$ cat config.mk
export PLATFORM = sky130hd
export DESIGN_NAME = owps_cfg_regs
export DESIGN_NICKNAME = d
export VERILOG_FILES = /design/src/owps_pkg.sv /design/src/owps_cfg_regs.sv
export SDC_FILE = /design/constraint.sdc
export NUM_CORES = 1
export LEC_CHECK = 0
export ABC_AREA = 0
export BUFFER_PORTS_ARGS = -buffer_cell sky130_fd_sc_hd__buf_2
export CORE_ASPECT_RATIO = 0.75
export CORE_MARGIN = 2
export CORE_UTILIZATION = 30
export DETAILED_ROUTE_END_ITERATION = 8
export SLEW_MARGIN = 30
export SYNTH_ARGS = -nofsm -noshare
export SYNTH_HDL_FRONTEND = slang
export SYNTH_SLANG_ARGS = --single-unit
$ cat constraint.sdc
create_clock -name i_clk -period 1.4 [get_ports i_clk]
set_clock_uncertainty 0.2 [all_clocks]
set_input_delay 0 -clock i_clk [delete_from_list [all_inputs] [get_ports i_clk]]
set_output_delay 0 -clock i_clk [all_outputs]
set_load 0.01 [all_outputs]
$ cat src/owps_pkg.sv
// shared types and constants for the one-wire pulse-width sender
// no dependencies
`default_nettype none

package owps_pkg;

    localparam int CMD_BITS      = 16;
    localparam int BIT_CNT_W     = $clog2(CMD_BITS + 1);
    localparam int TICK_W        = 16;
    localparam int VALUE_W       = 17;
    localparam int KIND_W        = 2;
    localparam int CFG_IDX_W     = 3;

    localparam logic [KIND_W-1:0] KIND_TICK   = 2'd0;
    localparam logic [KIND_W-1:0] KIND_PLAY   = 2'd1;
    localparam logic [KIND_W-1:0] KIND_VOLUME = 2'd2;

    localparam logic [CFG_IDX_W-1:0] REG_LEAD_HIGH = 3'd0;
    localparam logic [CFG_IDX_W-1:0] REG_LEAD_LOW  = 3'd1;
    localparam logic [CFG_IDX_W-1:0] REG_GAP_HIGH  = 3'd2;
    localparam logic [CFG_IDX_W-1:0] REG_GAP_LOW   = 3'd3;
    localparam logic [CFG_IDX_W-1:0] REG_SHORT     = 3'd4;
    localparam logic [CFG_IDX_W-1:0] REG_LONG      = 3'd5;

    localparam logic [TICK_W-1:0] RST_LEAD_HIGH = 16'd6000;
    localparam logic [TICK_W-1:0] RST_LEAD_LOW  = 16'd6000;
    localparam logic [TICK_W-1:0] RST_GAP_HIGH  = 16'd3000;
    localparam logic [TICK_W-1:0] RST_GAP_LOW   = 16'd6000;
    localparam logic [TICK_W-1:0] RST_SHORT     = 16'd65;
    localparam logic [TICK_W-1:0] RST_LONG      = 16'd195;

    localparam logic [CMD_BITS-1:0] VOLUME_BASE = 16'hFFE0;
    localparam logic [3:0]          VOLUME_MAX  = 4'd15;

    typedef struct packed {
        logic [TICK_W-1:0] lead_high;
        logic [TICK_W-1:0] lead_low;
        logic [TICK_W-1:0] gap_high;
        logic [TICK_W-1:0] gap_low;
        logic [TICK_W-1:0] short_len;
        logic [TICK_W-1:0] long_len;
    } t_timing;

endpackage

`default_nettype wire

$ cat src/owps_cfg_regs.sv
// timing configuration registers written through a plain write port
// depends on owps_pkg
`default_nettype none

module owps_cfg_regs
    import owps_pkg::*;
(
    input  wire logic                 i_clk,
    input  wire logic                 i_rst_n,
    input  wire logic                 i_cfg_we,
    input  wire logic [CFG_IDX_W-1:0] i_cfg_idx,
    input  wire logic [TICK_W-1:0]    i_cfg_data,
    output t_timing                   o_timing
);

    t_timing r_timing;

    always_ff @(posedge i_clk) begin
        if (!i_rst_n) begin
            r_timing.lead_high <= RST_LEAD_HIGH;
            r_timing.lead_low  <= RST_LEAD_LOW;
            r_timing.gap_high  <= RST_GAP_HIGH;
            r_timing.gap_low   <= RST_GAP_LOW;
            r_timing.short_len <= RST_SHORT;
            r_timing.long_len  <= RST_LONG;
        end else if (i_cfg_we) begin
            case (i_cfg_idx)
                REG_LEAD_HIGH: r_timing.lead_high <= i_cfg_data;
                REG_LEAD_LOW:  r_timing.lead_low  <= i_cfg_data;
                REG_GAP_HIGH:  r_timing.gap_high  <= i_cfg_data;
                REG_GAP_LOW:   r_timing.gap_low   <= i_cfg_data;
                REG_SHORT:     r_timing.short_len <= i_cfg_data;
                REG_LONG:      r_timing.long_len  <= i_cfg_data;
                default: begin
                end
            endcase
        end
    end

    assign o_timing = r_timing;

endmodule

`default_nettype wire

## After elaboration in Yosys (flattened, before gate mapping)

Index checks and enable logic that the tools add are counted.

- Reduce and logical (&&, ||, !) cells: 7
- Eq/ne operators: 5

Operator list:

| operator | count |
|---|---|
| AND reduction 2 bit | 6 |
| == test 3 x 2 -> 1 bit (second input constant) | 2 |
| == test 3 bit (second input constant) | 2 |
| == test 3 x 1 -> 1 bit (second input constant) | 1 |
| zero test 3 bit | 1 |

- Bits of input ports: 22
- Flip-flop bits (word level): 96
- Word-level logic and storage cells: 18
- Output and inout port bits: 96

## Longest topological paths before layout

Gate-level depths: netlist (run 1).

- Word-level depth: 2
- Gate-level depth with buffers: 5
- Gate-level depth less buffers: 2

## Least setup slack after synthesis (run 1)

Ideal clock, no wire load.

- Path type: input -> register
- Start point: input port i_cfg_idx[1]
- End point: register r_timing (netlist bit o_timing[89])
- Buffers on the path: 2
- Path slack: 0.146 ns
- Required time: 1.073 ns
- Library setup time: 0.127 ns
- Stages on the path: 4
- Data arrival time: 0.927 ns
- Cell sequence: or4b_1 -> buf_6 -> buf_12 -> mux2i_1

- Cells in the longest elaborated chain, start to end: 2

RTL lines:

| item | RTL line | RTL |
|---|---|---|
| from (decl) | owps_cfg_regs.sv:11 | `input wire logic [CFG_IDX_W-1:0] i_cfg_idx,` |
| zero test 3 bit | owps_cfg_regs.sv:27 | `case (i_cfg_idx)` |
| AND reduction 2 bit (no source line) | -- |  |
| to (decl) | owps_cfg_regs.sv:16 | `t_timing r_timing;` |

Every way passes these cells.
A chain may end at the register's enable or synchronous reset.

==> summary.txt, run 1 <==
Min path
  • Worst hold-check path type: in -> reg
  • Worst hold stages: 4

Logic synthesis
  • Ys Warns: 0
  • Synth unique cells: 13
  • Post-synth EDFFs: 0
  • Synth top area cells: dfxtp_1 52%, mux2i_1 26%, nand2_1 8.0%, nor2b_1 7.8%, clkbuf_1 1.4%
  • Post-synth top flop: dfxtp_1
  • Post-synth top area share: 52.4%
  • Synth async-reset ratio: 0%
  • Synthesized net count: roughly 370
  • Cells after synthesis: 349
  • Seq cells post-synth: 96
  • Area leader, netlist: dfxtp_1
  • Register area share after synthesis: 52.4%
  • Mean Syn Cell Area: 10.5 um^2
  • Synthesized area: 3670 um^2
  • List of most frequent post-synthesis cells: 96 x dfxtp_1, 96 x mux2i_1, 78 x nand2_1

Clock network
  • Reg clk slew, reported paths: 70 ps
  • H-tree Lvls: 3
  • Clock Path Buffers: 2
  • CTS tree: yes
  • Clk_lat worst skew: 340 ps
  • Root Buffer: clkbuf_16
  • # clock sinks: 96
  • Cts bufs inserted: 9

Die
  • Rows: 34
  • Die area: 13100 um^2
  • Core area: 11700 um^2
  • Initial Util: 31.3%
  • Chip height: between 90 and 100 um
  • Die X: 132 um
  • Ports: 118

STA
  • Worst-Margin Slew: 391 ps
  • Hold slack: 3.37 ps
  • Crit path time final: 1290 ps
  • Setup-failing EPs final: 0
  • Max_slew headroom: between 70% and 80%
  • Final period utilization: 91.8%
  • Final WS setup: approximately 110 ps
  • Setup TNS: 0 ps
  • RSZ-0062 raised after global routing: no
  • Fmax achieved: 0.778 GHz
  • Final count of hold timing violations: 0
  • Max Slew Vio Count: 0

Detailed routing
  • Drc violations: 0
  • DR iter-0 viols: 93
  • Routed vias: around 2900
  • DR vias/cell: between 4 and 5
  • Post-route ant nets: 0
  • Total Wirelength: 9660 um
  • Routed len/inst: roughly 15 um
  • Iteration count of the initial detailed-routing pass: 4

Final layout
  • Final nets: 513
  • Fillers: 1165
  • Synthesis-to-finish area growth: 37.1%
  • Diode count: 0
  • Largest register FFs: 96
  • Layout cell share with drive strength beyond 1: a little under a third

Pwr
  • Leak pwr: 2.55 nW
  • Worst vdd ir: 0.576 mV
  • PD cells: 1150 nW/um^2

Worst setup path
  • CP max FO: 43
  • Critical path launch point type: input port
  • Data arrival, critical path: 1360 ps
  • Crit Path Category: in -> reg
  • Crit. End Element: register
  • Reg2Reg Depth: 2
  • CP required: approximately 1500 ps

Global route
  • First-pass GRT wire length: 15400 um
  • Initial antenna violation count: 0
  • Largest net degree at the start of global routing: 44
  • Gr ovfl total: 0
  • Vias in the first global route: 2899
  • Global router's overall resource usage: 15.0%

Job
  • MaxCap Viol Count: 0

Placed design
  • Count of buffers from port buffering: 117
  • Final HPWL DP: between 6000 and 7000 um
  • Dpl ws: 56.8 ps
  • RePlAce Congestion: 0.771

Status
  • Status: completed
==> routing by layer <==
layer	wire length (um)	global-route usage, %
met1	4700	19.6
met2	4000	22.2
met3	817	6.72
met4	136	4.93
met5	0	0
==> worst max-delay path, cell delays in order <==
cell	delay [ps]
dlygate4sd3_1	560
buf_8	210
buf_16	230
nand2_1	180
mux2i_1	170
==> cell families (layout without fill, tap and decap cells) <==
family,after synthesis,in the layout,synth area share [%]
buf+inv,26,173,3.65
mux,96,96,26.2
simple gates,131,131,17.8
flops,96,96,52.4
==> report_power, final <==
part / internal [mW] / switching [mW] / leakage (nW)
clock network: 1.40 / 1.08 / 0.148
logic: 0.228 / 0.250 / 1.62
registers: 2.79 / 0.0311 / 0.778
==> layout by cell type, fill, tap and decap left out <==
master	instances
or4b_1	1
nand2_2	1
buf_4	19
buf_16	1
nand2_1	77
buf_6	1
nand4b_1	2
clkbuf_1	1
nor4bb_2	1
clkbuf_16	9
mux2i_1	96
buf_8	1
nand4bb_1	2
buf_2	116
buf_12	2
nor2b_1	46
dfxtp_1	96
dlygate4sd3_1	17
clkinv_2	2
and4bb_1	1
bufinv_16	1
inv_6	3
==> final cells by class <==
class                           instances  area [um^2]  area share (%)
Clock buffer                           10          229            4.55
Clock inverter                          6         66.3            1.32
Multi-Input combinational cell        227         1620            32.3
Sequential cell                        96         1920            38.2
Tap cell                              162          203            4.03
Timing Repair Buffer                  157          987            19.6
==> path summary, 6_finish.rpt <==
path         slack, ps      endpoint         start
max                110  o_timing[50]       i_rst_n
min                  3  o_timing[80]  i_cfg_idx[1]
max reg2reg        560  o_timing[36]  o_timing[36]
min reg2reg        250  o_timing[64]  o_timing[64]
==> stage by stage <==
stage | cell area, um^2 | utilization (%) | cells | power (mW)
final | 5030 | 42.8 | 658 | 5.78
after global routing | 5030 | 42.8 | 658 | 6.01
after CTS | 5010 | 42.7 | 658 | 5.84
after detailed placement | 4540 | 38.7 | 625 | 3.32
after global placement | 4540 | 38.7 | 625 | 3.31
after floorplan | 3670 | - | 349 | 3.12
==> timing repair <==
item / 4_1_cts / 5_1_grt
endpoints found under the hold margin: 96 / 0
buffers inserted: 0 / 0
gates resized for setup: 0 / 5
hold buffers: 17 / 0
endpoints found under the setup margin: 0 / 34
(Power assumes the default switching activity.)
==> run 2, diff against run 1 <==
--- a/config.mk
+++ b/config.mk
@@ -11,6 +11,7 @@
 export CORE_MARGIN = 2
 export CORE_UTILIZATION = 30
 export DETAILED_ROUTE_END_ITERATION = 8
+export PLACE_DENSITY = 0.5
 export SLEW_MARGIN = 30
 export SYNTH_ARGS = -nofsm -noshare
 export SYNTH_HDL_FRONTEND = slang
==> run 2 against run 1 <==
Net effect:
- hold slack improved by 8.9 ps
- worst setup slack got worse by 15 ps
- first-iteration DRC count rose by 15%
- wire length rose by 0.76%
- sequential power barely moved
- design area rose by 0.15%
- global-route usage rose by 0.32 points
- fmax fell by 1.1%
- sequential share of layout area fell by 0.057 points
- die area did not move
- final cell count fell by 0.76%
- clock-buffer cell count rose by 2
- critical endpoint is now o_timing[14]
==> summary.txt, run 2 (synthesis gave the netlist of run 1 again) <==
Die
  • Ports: 118 (unchanged)
  • Core area: 11700 um^2 (unchanged)
  • Chip height: 99.8 um (unchanged)
  • Die area: 13100 um^2 (unchanged)
  • Initial Util: 31.3% (unchanged)
  • Rows: 34 (unchanged)
  • Die X: 132 um (unchanged)

Clock network
  • Clk_lat worst skew: 340 ps (about the same)
  • Reg clk slew, reported paths: 60 ps (about the same)
  • Cts bufs inserted: 9 (unchanged)
  • # clock sinks: 96 (unchanged)
  • Root Buffer: clkbuf_16
  • Clock Path Buffers: 2 (unchanged)
  • H-tree Lvls: 3 (unchanged)
  • Setup repair bufs after CTS: 0 (unchanged)
  • CTS tree: yes

Placed design
  • Count of buffers from port buffering: 117 (unchanged)
  • Final HPWL DP: 6890 um (+0.63%)
  • RePlAce Congestion: 0.739 (-4.1%)

Final layout
  • Commonest non-fill, non-tap cell in the layout: buf_2
  • Most frequent cells in the layout: 116 x buf_2, 96 x mux2i_1, 96 x dfxtp_1, 78 x nand2_1, 44 x nor2b_1
  • Diode count: 0 (unchanged)
  • Synthesis-to-finish area growth: 37.3%
  • Largest register FFs: 96 (unchanged)
  • Fillers: 1158 (-0.60%)
  • Layout cell share with drive strength beyond 1: 31.4% (-0.29 points)
  • Final nets: 510 (-0.58%)
  • Layout Utilization: 42.9% (+0.064 points)

STA
  • Setup-failing EPs final: 0 (unchanged)
  • Worst-Margin Slew: 352 ps (-38.7 ps)
  • Hold slack: 12.2 ps (+8.87 ps)
  • Final period utilization: 92.9% (+1.1 points)
  • RSZ-0062 raised after global routing: no
  • Fmax achieved: 0.769 GHz (-1.1%)
  • Crit path time final: 1300 ps (+14.9 ps)
  • Setup TNS: 0 ps (unchanged)
  • Max_slew headroom: 76.5% (+2.6 points)
  • Final count of hold timing violations: 0 (unchanged)
  • Max Slew Vio Count: 0 (unchanged)

Global route
  • Gr ovfl total: 0 (unchanged)
  • Largest net degree at the start of global routing: 37 (-16%)
  • Global router's overall resource usage: 15.3% (+0.32 points)
  • Vias in the first global route: 2810 (-3.1%)
  • Initial antenna violation count: 0 (unchanged)
  • First-pass GRT wire length: 15500 um (+0.67%)

Pwr
  • Leak pwr: 2.54 nW (-0.29%)
  • PD cells: 1140 nW/um^2 (-0.42%)
  • Tot Pwr: 5.76 mW (-0.27%)
  • Worst vdd ir: 0.534 mV (-7.3%)

Worst setup path
  • CP required: 1470 ps (about the same)
  • Cell Chain, Critical Path: dlygate4sd3_1, buf_6, buf_12, buf_4, nand2_1, mux2i_1
  • Reg2Reg Depth: 2 (unchanged)
  • Data arrival, critical path: 1370 ps (about the same)
  • CP max FO: 36 (-16%)
  • Crit. End Element: register
  • Reg2Reg Launch Point: o_timing[89]
  • Crit Path Category: in -> reg
  • Critical path launch point type: input port
  • CP max stage cell: dlygate4sd3_1
  • Crit path from: i_rst_n
  • Crit-path max cell delay: 540 ps (-20 ps)
  • R2R Setup Slk: 560 ps (about the same)
  • Critical R2R Capture: o_timing[89]

Min path
  • Min-delay src: i_cfg_idx[1]
  • Worst hold stages: 4 (unchanged)
  • Hold endpoint: o_timing[82]
  • Worst hold-check path type: in -> reg

Job
  • MaxCap Viol Count: 0 (unchanged)

Detailed routing
  • Total Wirelength: 9730 um (+0.76%)
  • Routed vias: 2841 (-1.1%)
  • Routed len/inst: 14.9 um (+1.5%)
  • DR vias/cell: 4.35 (-0.32%)
  • DR iter-0 viols: 107 (+15%)
  • Post-route ant nets: 0 (unchanged)
  • Drc violations: 0 (unchanged)
  • Iteration count of the initial detailed-routing pass: 6 (+2)

Status
  • Status: completed
==> run 2: cell type report <==
type | instances | area, um^2 | share of cell area, %
clock buffer | 12 | 256 | 5.09
clock inverter | 2 | 38.8 | 0.770
multi-input combinational | 227 | 1630 | 32.4
sequential | 96 | 1920 | 38.2
tap | 162 | 203 | 4.02
timing repair buffer | 154 | 987 | 19.6
==> run 2: repair_timing <==
item | 4_1_cts | 5_1_grt
setup endpoints to repair | 0 | 36
hold buffers | 17 | 0
hold endpoints to repair | 96 | 0
gates resized for setup | 0 | 3
==> run 2: worst max path at each step <==
stage               slack (ps)  depth (start not counted)      endpoint
detailed placement          60                          4  o_timing[83]
CTS                         20                          5  o_timing[77]
global route                30                          6  o_timing[78]
global placement            70                          4  o_timing[86]
finish                     100                          6  o_timing[14]
floorplan                  150                          4  o_timing[89]
==> run 2: power by group <==
part	total, mW	internal [mW]	switching (mW)
combinational	0.477	0.229	0.248
clock	2.46	1.47	0.993
sequential	2.82	2.79	0.0317
==> run 2: metal layers <==
layer | track usage [%] | vias up | wire length, um
li1 | - | 1429 | -
met4 | 3.51 | 0 | 80
met1 | 20.5 | 1323 | 4840
met5 | 0 | - | 0
met3 | 6.67 | 9 | 724
met2 | 22.8 | 80 | 4080
==> run 2: stage by stage <==
step | instance area (um^2) | setup WS, ps | cells
2_1_floorplan | 3670 | 146 | 349
3_3_place_gp | 4560 | 66.8 | 622
3_5_place_dp | 4560 | 57.3 | 622
4_1_cts | 5030 | 21.8 | 653
5_1_grt | 5040 | 31.6 | 653
6_report | 5040 | 99.5 | 653
==> run 2: critical path: cells and delay by family <==
kind	cells	cell delay, ps
buf+inv	4	1140
mux	1	130
simple gates	1	70
==> run 3, diff against run 2 <==
--- a/config.mk
+++ b/config.mk
@@ -7,11 +7,13 @@
 export LEC_CHECK = 0
 export ABC_AREA = 0
 export BUFFER_PORTS_ARGS = -buffer_cell sky130_fd_sc_hd__buf_2
+export CELL_PAD_IN_SITES_DETAIL_PLACEMENT = 1
+export CELL_PAD_IN_SITES_GLOBAL_PLACEMENT = 1
 export CORE_ASPECT_RATIO = 0.75
 export CORE_MARGIN = 2
 export CORE_UTILIZATION = 30
 export DETAILED_ROUTE_END_ITERATION = 8
-export PLACE_DENSITY = 0.5
+export PLACE_DENSITY = 0.73
 export SLEW_MARGIN = 30
 export SYNTH_ARGS = -nofsm -noshare
 export SYNTH_HDL_FRONTEND = slang
==> run 3 against run 2 <==
Net effect:
- the run now ends with hold timing left
- global-route usage grew 2.2 points
- wire length grew 16%
- largest power group unchanged
- sequential share of layout area shrank 1.4 points
- combinational power grew 6.1%
- fmax shrank 5.8%
- clock-buffer cell count shrank 2
- critical path depth shrank 3
- hold slack lost 57 ps
- register-to-register slack lost 540 ps
- first-iteration DRC count grew 36%
==> summary.txt, run 3 (synthesis gave the netlist of run 1 again) <==
Final layout
  • Diode count: 0 (unchanged)
  • Most frequent cells in the layout: 116 x buf_2, 96 x mux2i_1, 90 x dfxtp_1, 78 x nand2_1, 46 x nor2b_1
  • Largest register FFs: 96 (unchanged)
  • Synthesis-to-finish area growth: 43.0%
  • Layout cell share with drive strength beyond 1: 30.9% (-0.49 points)
  • Layout Utilization: 44.7% (+1.8 points)
  • Final Instance Area: 5250 um^2 (+4.2%)
  • Commonest non-fill, non-tap cell in the layout: buf_2
  • Final nets: 532 (+4.3%)

Worst setup path
  • Critical R2R Capture: o_timing[26]
  • Cell family with most CP delay: buffers and inverters
  • Data arrival, critical path: 1450 ps (+80 ps)
  • Reg2Reg Launch Point: o_timing[26]
  • CP max FO: 2 (-94%)
  • Crit-path max cell delay: 550 ps (about the same)
  • CP required: 1470 ps (about the same)
  • R2R Setup Slk: 20 ps (-540 ps)
  • Worst path buffer plus inverter count: 1 (-3)
  • Critical path launch point type: register
  • CP max stage cell: dlygate4sd3_1
  • Reg2Reg Depth: 3 (+1)
  • Crit. End Element: register
  • Cell Chain, Critical Path: nand2_1, dlygate4sd3_1, mux2i_1
  • Crit path from: o_timing[26]
  • Crit Path Category: reg -> reg

STA
  • RSZ-0062 raised after global routing: no
  • Setup-failing EPs final: 0 (unchanged)
  • Final count of hold timing violations: 2 (+2)
  • Max_slew headroom: 72.5% (-4.0 points)
  • Crit path time final: 1380 ps (+80.4 ps)
  • Fmax achieved: 0.724 GHz (-5.8%)
  • Max Slew Vio Count: 0 (unchanged)
  • Setup TNS: 0 ps (unchanged)
  • Final period utilization: 98.6% (+5.7 points)
  • Hold slack: -44.7 ps (-56.9 ps)
  • Worst-Margin Slew: 413 ps (+60.7 ps)

Clock network
  • # clock sinks: 96 (unchanged)
  • Cts bufs inserted: 9 (unchanged)
  • Clk_lat worst skew: 340 ps (about the same)
  • Reg clk slew, reported paths: 70 ps (about the same)
  • CTS tree: yes
  • H-tree Lvls: 3 (unchanged)
  • Clock Path Buffers: 2 (unchanged)
  • Root Buffer: clkbuf_16

Global route
  • Gr ovfl total: 0 (unchanged)
  • Vias in the first global route: 3346 (+19%)
  • First-pass GRT wire length: 17700 um (+14%)
  • Met3 usage: 6.52% (-0.15 points)
  • Largest net degree at the start of global routing: 45 (+22%)
  • Grt met1 use: 20.6% (+0.13 points)
  • Met2 usage: 30.2% (+7.4 points)
  • Most used routing layer: met2
  • Global router's overall resource usage: 17.5% (+2.2 points)
  • Initial antenna violation count: 0 (unchanged)

Die
  • Ports: 118 (unchanged)
  • Die area: 13100 um^2 (unchanged)
  • Die X: 132 um (unchanged)
  • Rows: 34 (unchanged)
  • Chip height: 99.8 um (unchanged)
  • Initial Util: 31.3% (unchanged)
  • Core area: 11700 um^2 (unchanged)

Detailed routing
  • Routed len/inst: 16.7 um (+12%)
  • Drc violations: 0 (unchanged)
  • Total Wirelength: 11300 um (+16%)
  • Iteration count of the initial detailed-routing pass: 4 (-2)
  • DR iter-0 viols: 146 (+36%)
  • Post-route ant nets: 0 (unchanged)
  • DR vias/cell: 4.52 (+3.9%)
  • Routed vias: 3061 (+7.7%)

Pwr
  • Worst vdd ir: 0.757 mV (+42%)
  • Leak pwr: 2.61 nW (+2.8%)
  • Tot Pwr: 5.82 mW (+1.1%)
  • PD cells: 1110 nW/um^2 (-3.0%)

Min path
  • Worst hold stages: 4 (unchanged)
  • Worst hold-check path type: in -> reg
  • Min-delay src: i_rst_n
  • Hold endpoint: o_timing[60]

Placed design
  • Final HPWL DP: 7780 um (+13%)
  • Post-Place Cell Area: 4530 um^2 (-0.82%)
  • Count of buffers from port buffering: 117 (unchanged)
  • RePlAce Congestion: 0.732 (-0.93%)

Status
  • Failing checks: hold timing
  • Status: finished with violations

Job
  • MaxCap Viol Count: 0 (unchanged)
==> run 3: changes by cell type in the layout (fill, tap and decap cells not counted), sizes merged <==
cell	before	now
dlygate4sd3	17	38
clkinv	0	4
clkbuf	12	10
dlymetal6s4s	0	2
buf	137	136
==> run 3: per-stage QoR <==
| step | worst slack, ps | cells | hold WS (ps) |
|---|---|---|---|
| 2_1_floorplan | 146 | 349 | -57.9 |
| 5_1_grt | 1.37 | 677 | 7.97 |
| 3_3_place_gp | 58.7 | 621 | 64.1 |
| 4_1_cts | 29.0 | 679 | 1.24 |
| 3_5_place_dp | 26.1 | 621 | 72.4 |
| 6_report | 19.1 | 677 | -44.7 |
==> run 3: area by class of cell <==
cell class | instances | area [um^2]
flip-flops and latches | 96 | 1930
clock buffers | 10 | 239
fillers | 1359 | 6490
well taps | 162 | 203
clock inverters | 6 | 66.3
multi-input cells | 227 | 1620
repair buffers | 176 | 1190
==> run 3: report_power, final <==
part / internal [mW] / total [mW] / switching, mW
clock network: 1.44 / 2.49 / 1.05
registers: 2.79 / 2.83 / 0.0343
logic: 0.244 / 0.506 / 0.261
total: 4.48 / 5.82 / 1.35
==> run 3: timing repair <==
item	4_1_cts	5_1_grt
endpoints found under the hold margin	96	1
hold buffers	42	1
setup endpoints to repair	0	10
buffers inserted	0	0
gates resized for setup	0	9
==> run 3: per-layer routing <==
layer	vias to the layer above	part of all wire, %
li1	1478	-
met1	1487	45
met2	84	48
met3	12	6.6
met4	0	1.1
met5	-	0
==> run 3: how the worst max path moves through the flow <==
stage / depth (start not counted) / end
floorplan: 4 / o_timing[89]
global placement: 4 / o_timing[88]
detailed placement: 4 / o_timing[92]
CTS: 3 / o_timing[10]
global route: 3 / o_timing[9]
finish: 3 / o_timing[26]
==> run 3: worst reg2reg max path, delay by kind of cell, from the launching register on <==
family / cells / cell delay, ps
flops: 1 / 350
mux: 1 / 160
buf+inv: 1 / 550
simple gates: 1 / 50
